File: config.mk
export PLATFORM = sky130hd
export DESIGN_NAME = shd_isqrt
export DESIGN_NICKNAME = d
export VERILOG_FILES = /design/src/hw/rtl/shd_pkg.sv /design/src/hw/rtl/shd_isqrt.sv
export SDC_FILE = /design/constraint.sdc
export NUM_CORES = 1
export LEC_CHECK = 0
export BUFFER_PORTS_ARGS = -buffer_cell sky130_fd_sc_hd__buf_2
export CELL_PAD_IN_SITES_DETAIL_PLACEMENT = 0
export CELL_PAD_IN_SITES_GLOBAL_PLACEMENT = 1
export CORE_UTILIZATION = 46
export CTS_CLUSTER_DIAMETER = 80
export DETAILED_ROUTE_END_ITERATION = 16
export PLACE_DENSITY_LB_ADDON = 0.1
export SYNTH_ARGS = -nofsm -noshare
export SYNTH_HDL_FRONTEND = slang
export SYNTH_SLANG_ARGS = --single-unit
File: constraint.sdc
create_clock -name clk_i -period 2.9 [get_ports clk_i]
set_input_delay 0 -clock clk_i [delete_from_list [all_inputs] [get_ports clk_i]]
set_output_delay 0 -clock clk_i [all_outputs]
set_load 0.05 [all_outputs]
File: src/hw/rtl/shd_pkg.sv
// shared types, register indexes and constants of the spectral damper
package shd_pkg;

  localparam int unsigned NUM_MODES  = 4096;
  localparam int unsigned IDX_W      = $clog2(NUM_MODES);
  localparam int unsigned SQRT_STEPS = 24;
  localparam int unsigned SQRT_CNT_W = $clog2(SQRT_STEPS);
  localparam logic [16:0] ONE_Q16    = 17'h10000;

  // item kinds
  localparam logic [1:0] KIND_APPLY = 2'd0;
  localparam logic [1:0] KIND_RELAX = 2'd1;
  localparam logic [1:0] KIND_SEED  = 2'd2;

  // register indexes
  localparam logic [2:0] REG_VISC_EN    = 3'd0;
  localparam logic [2:0] REG_VISC_COEF  = 3'd1;
  localparam logic [2:0] REG_ORDER      = 3'd2;
  localparam logic [2:0] REG_CUTOFF     = 3'd3;
  localparam logic [2:0] REG_INV_BW     = 3'd4;
  localparam logic [2:0] REG_SFD_EN     = 3'd5;
  localparam logic [2:0] REG_SFD_STR    = 3'd6;
  localparam logic [2:0] REG_SFD_INV_TS = 3'd7;

  typedef struct packed {
    logic [1:0]         kind;
    logic [IDX_W-1:0]   mode_index;
    logic [31:0]        k2;
    logic signed [31:0] state_re;
    logic signed [31:0] state_im;
    logic signed [31:0] rhs_re;
    logic signed [31:0] rhs_im;
    logic [31:0]        dt;
  } in_word_t;

  typedef struct packed {
    logic signed [31:0] rhs_out_re;
    logic signed [31:0] rhs_out_im;
    logic signed [31:0] filtered_re;
    logic signed [31:0] filtered_im;
  } out_word_t;

  typedef enum logic [4:0] {
    ST_CLEAR,
    ST_IDLE,
    ST_READ,
    ST_SQRT,
    ST_RMUL,
    ST_RCLAMP,
    ST_POW_M,
    ST_POW_W,
    ST_WV_M,
    ST_WV_W,
    ST_WS_M,
    ST_WS_W,
    ST_TERM_M,
    ST_TERM_W,
    ST_ALPHA_M,
    ST_ALPHA_W,
    ST_RELAX_M,
    ST_RELAX_W,
    ST_WB,
    ST_DONE
  } state_e;

endpackage

File: src/hw/rtl/shd_isqrt.sv
// iterative integer square root of k2 in q16.16, one result bit per cycle
module shd_isqrt import shd_pkg::*; (
  input  logic        clk_i,
  input  logic        rst_ni,
  input  logic        start_i,
  input  logic [31:0] k2_i,
  output logic        done_o,
  output logic [23:0] root_o
);

  logic [47:0]           v_q, v_d;
  logic [26:0]           rem_q, rem_d;
  logic [23:0]           root_q, root_d;
  logic [SQRT_CNT_W-1:0] cnt_q, cnt_d;
  logic                  busy_q, busy_d;
  logic                  done_q, done_d;
  logic [26:0]           rem_pre;
  logic [26:0]           trial;

  // one restoring step per cycle
  always_comb begin
    rem_pre = {rem_q[24:0], v_q[47:46]};
    trial   = {1'b0, root_q, 2'b01};
    v_d     = v_q;
    rem_d   = rem_q;
    root_d  = root_q;
    cnt_d   = cnt_q;
    busy_d  = busy_q;
    done_d  = 1'b0;
    if (start_i) begin
      v_d    = {k2_i, 16'h0000};
      rem_d  = '0;
      root_d = '0;
      cnt_d  = '0;
      busy_d = 1'b1;
    end else if (busy_q) begin
      v_d = {v_q[45:0], 2'b00};
      if (rem_pre >= trial) begin
        rem_d  = rem_pre - trial;
        root_d = {root_q[22:0], 1'b1};
      end else begin
        rem_d  = rem_pre;
        root_d = {root_q[22:0], 1'b0};
      end
      cnt_d = cnt_q + 1'b1;
      if (cnt_q == SQRT_CNT_W'(SQRT_STEPS - 1)) begin
        busy_d = 1'b0;
        done_d = 1'b1;
      end
    end
  end

  always_ff @(posedge clk_i or negedge rst_ni) begin
    if (!rst_ni) begin
      busy_q <= 1'b0;
      done_q <= 1'b0;
      cnt_q  <= '0;
    end else begin
      busy_q <= busy_d;
      done_q <= done_d;
      cnt_q  <= cnt_d;
    end
  end

  always_ff @(posedge clk_i) begin
    v_q    <= v_d;
    rem_q  <= rem_d;
    root_q <= root_d;
  end

  assign done_o = done_q;
  assign root_o = root_q;

endmodule
# Yosys cells after proc, flatten, opt, wreduce, memory -nomap -nowiden

Cells that the tools add are included.

Reductions and logical operators: 1
Add/sub/neg operators: 2
Multiplexer cells: 12
Equal/unequal tests: 1
Order comparisons: 1
Shift-type cells: 0
Bitwise operators: 0
Multiply operators: 0
Divide/modulo/power cells: 0

Operators by type and width:

| cell                                                           | count |
|---|---|
| 48-bit two-way mux                                             | 2 |
| 27-bit by 26-bit greater-or-equal comparator with 1-bit output | 1 |
| 25-bit two-way mux                                             | 1 |
| 25-bit subtractor                                              | 1 |
| 5-bit two-way mux                                              | 2 |
| 1-bit two-way mux                                              | 7 |
| 5-bit by 1-bit adder with 5-bit output (second input constant) | 1 |
| 5-bit equality test (second input constant)                    | 1 |
| 2-bit nonzero test                                             | 1 |

Output and inout port bits: 25
Latch bits: 0
Input port bits: 35
ROM bits: 0
Bits in writable memories: 0
Word-level logic and storage cells: 23
Memories: 0
Register bits after elaboration: 88

# Longest topological paths before layout

Gate-level depths: netlist of the first run.

Depth in word-level cells: 4
Gate-level depth with buffers: 13
Depth with buffers taken out: 10

# Least setup slack after synthesis of the first run

OpenSTA, ideal clock, no wires.

Path type: reg-to-reg
From: register root_q[22] (netlist: root_o[22])
To: register rem_q[1]
Setup time: 0.079 ns
Required time: 2.821 ns
Path slack: 0.220 ns
Stages on the path, launching flop included: 11
Arrival: 2.601 ns
Cell sequence: dfxtp_1 inv_1 ha_1 a21o_1 a211o_1 a31oi_4 nand3_2 o22ai_2 buf_6 mux2_4 a211oi_2

Word-level cells in the longest chain between the ends: 2

RTL lines:

| item                                                           | line            | RTL |
|---|---|---|
| start: declaration                                             | shd_isqrt.sv:13 | `logic [23:0] root_q, root_d;` |
| start signal: assignment                                       | shd_isqrt.sv:68 | `root_q <= root_d;` |
| 27-bit by 26-bit greater-or-equal comparator with 1-bit output | shd_isqrt.sv:38 | `if (rem_pre >= trial) begin` |
| 25-bit two-way mux                                             | shd_isqrt.sv:38 |  |
| end signal: assignment                                         | shd_isqrt.sv:67 | `rem_q <= rem_d;` |
| end: declaration                                               | shd_isqrt.sv:12 | `logic [26:0] rem_q, rem_d;` |

No other way between the ends.
A chain may end at the register's enable or synchronous reset.

# Worst setup path after layout of the first run

From: register root_q[10] (netlist: root_o[10])
To: register rem_q[1]

The elaborated chain is that of the path after synthesis.

==> results of run 1 <==
==> state kept, by name, summed over array words and instances (netlist names) <==
name    cells
root_o     24
v_q        32
cnt_q       5
busy_q      1
done_o      1
rem_q      25
==> routing by layer <==
layer  track usage (%)  vias up  share of wire, %
met3              4.54       10               3.5
met2              35.7       63                49
li1                  -     1951                 -
met1              24.4     1780                47
met5                 0        -                 0
met4              6.25        0               1.1
==> cell families after synthesis <==
family                     count (synthesis)  synth area share (%)
muxes                                     73                  15.4
buffers and inverters                     57                  5.05
and+or+nand+nor                          127                  12.4
DFF                                       88                  42.3
adders and majority gates                 27                  6.75
xor gates and xnor gates                  24                  4.20
AOI/OAI and AO/OA                        101                  13.9
==> area by class of cell <==
type | count | area share, %
Multi-Input combinational cell | 352 | 44.2
Sequential cell | 88 | 35.5
Timing Repair Buffer | 100 | 11.9
Tap cell | 136 | 2.85
Clock buffer | 12 | 2.62
Inverter | 33 | 2.08
Clock inverter | 4 | 0.860
==> worst max-delay path, delay by kind of cell (launching register included) <==
family / cells / cell delay, ns
mux: 1 / 0.31
fa+ha+maj: 1 / 0.37
compound gates: 7 / 1.23
buf+inv: 2 / 0.27
flops: 1 / 0.38
==> power groups by stage <==
stage,clock network (W),logic (W),registers [W]
after global placement,0,0.00299,0.00162
after CTS,0.000926,0.00304,0.00160
after detailed placement,0,0.00299,0.00163
final,0.000893,0.00301,0.00160
after global routing,0.000965,0.00337,0.00162
after floorplan,0,0.00242,0.00163
==> layout by cell type (no fill, tap or decap), types with 6 or more instances in the layout <==
cell type / instances
mux2_2: 30
dlygate4sd3_1: 34
nor2b_1: 8
dfxtp_1: 49
a211oi_1: 17
o21ai_0: 16
xnor2_1: 16
inv_1: 33
nand2_1: 20
xor2_1: 8
o211ai_1: 8
a21o_1: 7
a21oi_1: 25
clkbuf_8: 9
dfrtp_1: 6
edfxtp_1: 32
buf_2: 59
mux2i_1: 42
nand2b_1: 8
nor2_1: 60
ha_1: 27
==> worst max path at each step <==
stage / startpoint / end / cells past startpoint
3_3_place_gp: root_o[10] / rem_q[1] / 11
4_1_cts: root_o[10] / rem_q[1] / 11
5_1_grt: root_o[12] / rem_q[1] / 11
3_5_place_dp: root_o[10] / rem_q[1] / 11
6_report: root_o[10] / rem_q[1] / 11
2_1_floorplan: root_o[22] / rem_q[1] / 10
==> timing repair <==
action / in CTS / in global routing
endpoints found under the hold margin: 39 / 0
gates resized for setup: 0 / 0
hold buffers: 34 / 0
==> metrics by stage <==
stage / setup slack [ns] / cell area, sq um / utilization (%)
floorplan: 0.220 / 5000 / -
global placement: 0.283 / 5420 / 52.0
detailed placement: 0.258 / 5420 / 52.0
CTS: 0.226 / 5970 / 57.3
global route: 0.0493 / 5970 / 57.3
finish: 0.266 / 5970 / 57.3
==> results.json, run 1 <==
{
  "status": "finished clean",
  "start_util_pct": 48.0,
  "first_iter_violations": 139,
  "nets": 646,
  "dieHeight_microns": 106,
  "yosysWarningCount": 0,
  "clkTransAtPathRegs_ns": 0.09,
  "synth.most_common_cell": "nor2_1",
  "min_from": "start_i",
  "place_inst": 675,
  "rrSetupSlack_ns": 0.27,
  "syn_area_per_cell_sq_um": 10.1,
  "synth_nets": 559,
  "r2r_end": "rem_q[1]",
  "p_sw_w": 0.00212,
  "clock_skew_ns": 0.00829,
  "fin_crit_ns": 2.63,
  "seq_area_sq_um": 2120,
  "max_stage_delay_ns": 0.38,
  "row_count": 37,
  "synth_ff_type": "dfxtp_1",
  "crit_path_end_kind": "flip-flop",
  "cp_max_fo": 14,
  "grt_max_degree": 62,
  "area_growth_pct": 19.2,
  "grt_pass1_wl_microns": 18100,
  "internal-power_w": 0.00338,
  "synth_area_sq_um": 5000,
  "cp_slowest_cell": "dfxtp_1",
  "gr-total-overflow": 0,
  "hpwl_microns": 7150,
  "synth-seq-cells": 88,
  "cts_setup_buffers": 0,
  "yosysSeqAreaShare_pct": 42.3,
  "coreArea_sq_um": 10400,
  "critical_path_required_ns": 3.19,
  "switching_share_pct": 38.6,
  "synth_cells": 497,
  "drtPass1Iterations": 4,
  "grt_util_all_layers_pct": 20.2,
  "hold_viol": 0,
  "total_power_w": 0.00550,
  "htree_levels": 3,
  "worstPathCellList": "inv_1 > ha_1 > a21oi_2 > o21ai_1 > a21oi_1 > o21ai_0 > a21o_1 > o22ai_2 > buf_12 > mux2_4 > a211oi_2",
  "fmax_ghz": 0.380,
  "cts_tree": "done",
  "n_antenna_cell": 0,
  "synthTopCellsByCount": "nor2_1 (60), dfxtp_1 (49), mux2i_1 (42), inv_1 (33), edfxtp_1 (32)",
  "dieArea_sq_um": 11300,
  "worstHoldPathCells": 4,
  "multiInputGateArea_sq_um": 2640,
  "drc": 0,
  "synth_cell_types": 58,
  "tightest_slew_ns": 0.766,
  "p_leak_nw": 2.67,
  "setup_viol": 0,
  "insertion_delay_ns": 0.36,
  "viasPerCell": 5.25,
  "ant_nets": 0,
  "synth.area.top_cells": "dfxtp_1 (20%), edfxtp_1 (19%), mux2i_1 (8.4%)",
  "clock-sinks": 88,
  "rsz0062_at_grt": "no",
  "grt_antenna_before_repair": 0,
  "yosysTopAreaCell": "dfxtp_1",
  "clockBufferDepth": 2,
  "clockPowerShare_pct": 16.2,
  "wl_per_cell_microns": 14.3,
  "hold_ws_ns": 0.0929,
  "place_congestion": 0.810,
  "synth_top_area_share_pct": 19.6,
  "num_vias": 3804,
  "reg2reg_depth": 11,
  "fillCellCount": 939,
  "ios": 60,
  "seqPwrFrac_pct": 29.1,
  "maxSlewHeadroom_pct": 49.0,
  "root_buffer": "clkbuf_8",
  "cp-start-kind": "flip-flop",
  "grt_pass1_vias": 4002,
  "critPathKind": "reg2reg",
  "async_reset_ff_share_pct": 7.95,
  "min_period_over_period_pct": 90.8,
  "cp.arrival_ns": 2.93,
  "r2r-start": "root_o[10]",
  "final-max-slew-violation-count": 0,
  "port_buffers": 59,
  "cts_buffers": 9,
  "holdCritPathClass": "in2reg",
  "finalNonFillerCells": 725,
  "synth_edf_count": 32,
  "vdd_drop_max_v": 0.000324,
  "finalSetupTns_ns": 0,
  "drive_gt1_share_pct": 21.4,
  "power_density_nw_per_um2": 922,
  "cap_violations": 0,
  "drt_wl_total_microns": 10400,
  "pwr-share-comb_pct": 54.7,
  "holdPathEnd": "rem_q[18]",
  "chipWidth_microns": 106
}
Note: power is estimated with default switching activity, not from simulation.
==> run 2, diff against run 1 <==
--- a/config.mk
+++ b/config.mk
@@ -8,10 +8,11 @@
 export BUFFER_PORTS_ARGS = -buffer_cell sky130_fd_sc_hd__buf_2
 export CELL_PAD_IN_SITES_DETAIL_PLACEMENT = 0
 export CELL_PAD_IN_SITES_GLOBAL_PLACEMENT = 1
+export CORE_ASPECT_RATIO = 0.9
 export CORE_UTILIZATION = 46
 export CTS_CLUSTER_DIAMETER = 80
 export DETAILED_ROUTE_END_ITERATION = 16
-export PLACE_DENSITY_LB_ADDON = 0.1
+export PLACE_DENSITY_LB_ADDON = 0.12
 export SYNTH_ARGS = -nofsm -noshare
 export SYNTH_HDL_FRONTEND = slang
 export SYNTH_SLANG_ARGS = --single-unit
==> results.json, run 2 (same netlist as run 1, synthesis figures left out) <==
{
  "final-max-slew-violation-count": 0,
  "critical_path_required_ns": 3.17,
  "hold_viol": 0,
  "rsz0062_at_grt": "no",
  "critPathKind": "reg2reg",
  "insertion_delay_ns": 0.34,
  "maxSlewHeadroom_pct": 43.9,
  "tightest_slew_ns": 0.842,
  "grt_pass1_wl_microns": 17400,
  "hpwl_microns": 7180,
  "rrSetupSlack_ns": 0.22,
  "viasPerCell": 5.25,
  "nets": 644,
  "area_growth_pct": 20.2,
  "clockBufferDepth": 2,
  "min_period_over_period_pct": 92.5,
  "ios": 60,
  "grt_util_all_layers_pct": 19.5,
  "fillCellCount": 930,
  "drive_gt1_share_pct": 22.0,
  "finalSetupTns_ns": 0,
  "dieHeight_microns": 101,
  "drt_wl_total_microns": 10500,
  "p_leak_nw": 2.69,
  "first_iter_violations": 176,
  "cp-start-kind": "flip-flop",
  "largest_reg_flops": 32,
  "drtPass1Iterations": 10,
  "clock_skew_ns": 0.0107,
  "cp_max_fo": 12,
  "violations": "design-rule violations",
  "holdCritPathClass": "in2async",
  "final_cell_mix": "nor2_1 (60), buf_2 (59), dfxtp_1 (49)",
  "coreArea_sq_um": 10400,
  "cts_buffers": 9,
  "dieArea_sq_um": 11300,
  "clock-sinks": 88,
  "cp.arrival_ns": 2.95,
  "power_density_nw_per_um2": 959,
  "fin_crit_ns": 2.68,
  "fmax_ghz": 0.373,
  "n_antenna_cell": 0,
  "root_buffer": "clkbuf_16",
  "grt_antenna_before_repair": 0,
  "place_congestion": 0.812,
  "cts_tree": "done",
  "crit_path_end_kind": "flip-flop",
  "grt_pass1_vias": 3607,
  "num_vias": 3759,
  "hold_ws_ns": 0.00884,
  "layout.cells.most_common": "nor2_1",
  "wl_per_cell_microns": 14.7,
  "vdd_drop_max_v": 0.000543,
  "cap_violations": 0,
  "setup_viol": 0,
  "port_buffers": 59,
  "drc": 3,
  "status": "finished, violations left",
  "htree_levels": 3,
  "largest-register": "v_q",
  "clkTransAtPathRegs_ns": 0.07,
  "start_util_pct": 48.0,
  "grt_max_degree": 68,
  "ant_nets": 0,
  "row_count": 35,
  "chipWidth_microns": 112,
  "gr-total-overflow": 0
}
## run 2: changes by cell type in the layout (fill, tap and decap cells not counted)
cell	before	now
clkbuf_1	2	0
clkbuf_16	1	9
clkinvlp_4	0	2
buf_12	2	0
buf_6	0	2
clkinv_2	0	1
ha_2	0	1
ha_1	27	26
clkbuf_8	9	0
dlygate4sd3_1	34	32
## run 2: metrics by stage
step,power (W),utilization (%),cells,worst slack [ns],area (sq um)
6_report,0.00577,57.7,716,0.217,6010
5_1_grt,0.00619,57.7,716,0.0208,6010
4_1_cts,0.00577,57.6,716,0.153,6000
3_5_place_dp,0.00454,51.7,668,0.173,5390
3_3_place_gp,0.00452,51.7,668,0.197,5390
2_1_floorplan,0.00405,-,497,0.220,5000
## run 2: power breakdown
part	switching, W	internal, W
clock network	0.000503	0.000668
logic	0.00160	0.00139
registers	0.000125	0.00148
## run 2: cell type report
class                           instances  area, sq um  share of cell area [%]
Clock buffer                            9          225                    3.75
Multi-Input combinational cell        352         2640                    43.9
Clock inverter                          7         71.3                    1.19
Tap cell                              129          161                    2.68
Timing Repair Buffer                   98          676                    11.2
Inverter                               33          124                    2.06
Sequential cell                        88         2120                    35.2
## run 2: worst max-delay path, stage by stage (launching register included)
cell and delay (ns):
dfxtp_1 0.39, inv_1 0.06, ha_1 0.36, a21oi_1 0.20
o21ai_1 0.13, a21oi_1 0.21, o21ai_0 0.11, a21o_1 0.23
o22ai_2 0.18, buf_6 0.22, mux2_4 0.32, a211oi_2 0.19
## run 2: path summary, 6_finish.rpt
check,cells past startpoint,endpoint,start
max,11,rem_q[1],root_o[12]
min,2,cnt_q[4],rst_ni
max reg2reg,11,rem_q[1],root_o[12]
min reg2reg,1,rem_q[23],rem_q[23]
max in group asynchronous,2,busy_q,rst_ni
min in group clk_i,2,v_q[32],k2_i[16]
## run 2: timing repair
action,in CTS,in global routing
setup buffers,0,0
hold buffers,32,0
setup endpoints to repair,0,8
hold endpoints to repair,38,0
resized for setup,0,3
## run 2: metal layers
metal  global-route usage [%]  vias up  share of wire [%]
met4                     5.23        0               0.97
met1                     27.6     1757                 54
met5                        0        -                  0
li1                         -     1953                  -
met2                     29.6       39                 43
met3                     4.63       10                2.5
==> run 3, diff against run 2 <==
--- a/config.mk
+++ b/config.mk
@@ -9,7 +9,7 @@
 export CELL_PAD_IN_SITES_DETAIL_PLACEMENT = 0
 export CELL_PAD_IN_SITES_GLOBAL_PLACEMENT = 1
 export CORE_ASPECT_RATIO = 0.9
-export CORE_UTILIZATION = 46
+export CORE_UTILIZATION = 45
 export CTS_CLUSTER_DIAMETER = 80
 export DETAILED_ROUTE_END_ITERATION = 16
 export PLACE_DENSITY_LB_ADDON = 0.12
==> results.json, run 3 (same netlist as run 1, synthesis figures left out) <==
{
  "status": "finished clean",
  "drt_wl_total_microns": 10800,
  "vdd_drop_max_v": 0.000496,
  "htree_levels": 3,
  "coreArea_sq_um": 10800,
  "clock-sinks": 88,
  "multiInputGateArea_sq_um": 2640,
  "num_vias": 3835,
  "holdCritPathClass": "in2async",
  "seq_area_sq_um": 2120,
  "fin_crit_ns": 2.64,
  "design_area_sq_um": 6070,
  "insertion_delay_ns": 0.34,
  "rrSetupSlack_ns": 0.26,
  "setup_ws_ns": 0.255,
  "clockBufferDepth": 2,
  "largest_reg_flops": 32,
  "grt_util_all_layers_pct": 19.6,
  "n_antenna_cell": 0,
  "fmax_ghz": 0.378,
  "hold_ws_ns": 0.0188,
  "critPathKind": "reg2reg",
  "fillCellCount": 975,
  "total_power_w": 0.00586,
  "grt_antenna_before_repair": 0,
  "row_count": 36,
  "drtPass1Iterations": 4,
  "tightest_slew_ns": 0.716,
  "viasPerCell": 5.28,
  "start_util_pct": 46.3,
  "cp_max_fo": 6,
  "gr-total-overflow": 0,
  "wl_per_cell_microns": 14.9,
  "dieArea_sq_um": 11500,
  "place_area_sq_um": 5410,
  "startpoint": "root_o[22]",
  "hpwl_microns": 7500,
  "layout.cells.most_common": "nor2_1",
  "cp-start-kind": "flip-flop",
  "hold_viol": 0,
  "r2r-start": "root_o[22]",
  "pre_cts_ws_ns": 0.169,
  "drive_gt1_share_pct": 22.6,
  "critical_path_required_ns": 3.11,
  "cp.arrival_ns": 2.86,
  "p_leak_nw": 2.72,
  "ant_nets": 0,
  "place_congestion": 0.803,
  "final_cell_mix": "nor2_1 (60), buf_2 (59), dfxtp_1 (49)",
  "chipWidth_microns": 113,
  "cts_tree": "done",
  "crit_path_end_kind": "flip-flop",
  "dieHeight_microns": 102,
  "drc": 0,
  "min_period_over_period_pct": 91.2,
  "grt_pass1_vias": 3655,
  "grt_pass1_wl_microns": 17700,
  "cap_violations": 0,
  "rsz0062_at_grt": "no",
  "clock_skew_ns": 0.00490,
  "first_iter_violations": 129,
  "port_buffers": 59,
  "clkTransAtPathRegs_ns": 0.07,
  "finalSetupTns_ns": 0,
  "setup_viol": 0,
  "area_growth_pct": 21.3,
  "largest-register": "v_q",
  "root_buffer": "clkbuf_16",
  "final-max-slew-violation-count": 0,
  "ios": 60,
  "maxSlewHeadroom_pct": 52.1,
  "power_density_nw_per_um2": 965,
  "cts_buffers": 9,
  "grt_max_degree": 36,
  "nets": 650
}
run 3: changes by cell type in the layout (fill, tap and decap cells not counted), sizes merged:
cell / previous run / this run
buf: 66 / 71
clkinv: 3 / 2
dlygate4sd3: 32 / 33
inv: 34 / 35
run 3: power breakdown:
part / switching, W / internal, W
clock network: 0.000516 / 0.000677
registers: 0.000123 / 0.00148
logic: 0.00162 / 0.00145
total: 0.00225 / 0.00360
run 3: cell type report:
cell class / instances / area share, %
clock buffers: 9 / 3.71
clock inverters: 7 / 1.32
inverters: 33 / 2.04
multi-input cells: 352 / 43.5
flip-flops and latches: 88 / 34.9
well taps: 133 / 2.74
repair buffers: 104 / 11.8
run 3: per-stage QoR:
| stage | utilization (%) | cells |
|---|---|---|
| 2_1_floorplan | - | 497 |
| 3_3_place_gp | 50.1 | 675 |
| 3_5_place_dp | 50.1 | 675 |
| 4_1_cts | 56.0 | 724 |
| 5_1_grt | 56.2 | 726 |
| 6_report | 56.2 | 726 |
run 3: worst paths after layout:
path	endpoint	cells after the start
min in group clk_i	root_o[4]	2
setup reg to reg	rem_q[2]	10
hold reg to reg	rem_q[24]	2
setup / recovery	rem_q[2]	10
max in group asynchronous	busy_q	2
hold / removal	cnt_q[3]	2
run 3: layer usage:
metal | share of wire [%] | vias up | GRT usage [%]
li1 | - | 1957 | -
met1 | 49 | 1812 | 26.7
met2 | 47 | 58 | 31.8
met3 | 3.2 | 8 | 4.69
met4 | 0.78 | 0 | 4.25
met5 | 0 | - | 0
run 3: what timing repair did:
action	in CTS	in global routing
hold buffers	33	0
buffers inserted	0	2
resized for setup	0	1
hold endpoints to repair	39	0
setup endpoints to repair	0	22
run 3: worst max-delay path, cell delays in order (launching register included):
cell      delay [ns]
dfxtp_1         0.38
inv_1           0.06
ha_1            0.35
a21o_1          0.18
a211o_1         0.37
a31oi_4         0.22
nand3_2         0.12
o22ai_4         0.22
buf_4           0.23
mux2i_1         0.27
a211oi_1        0.11
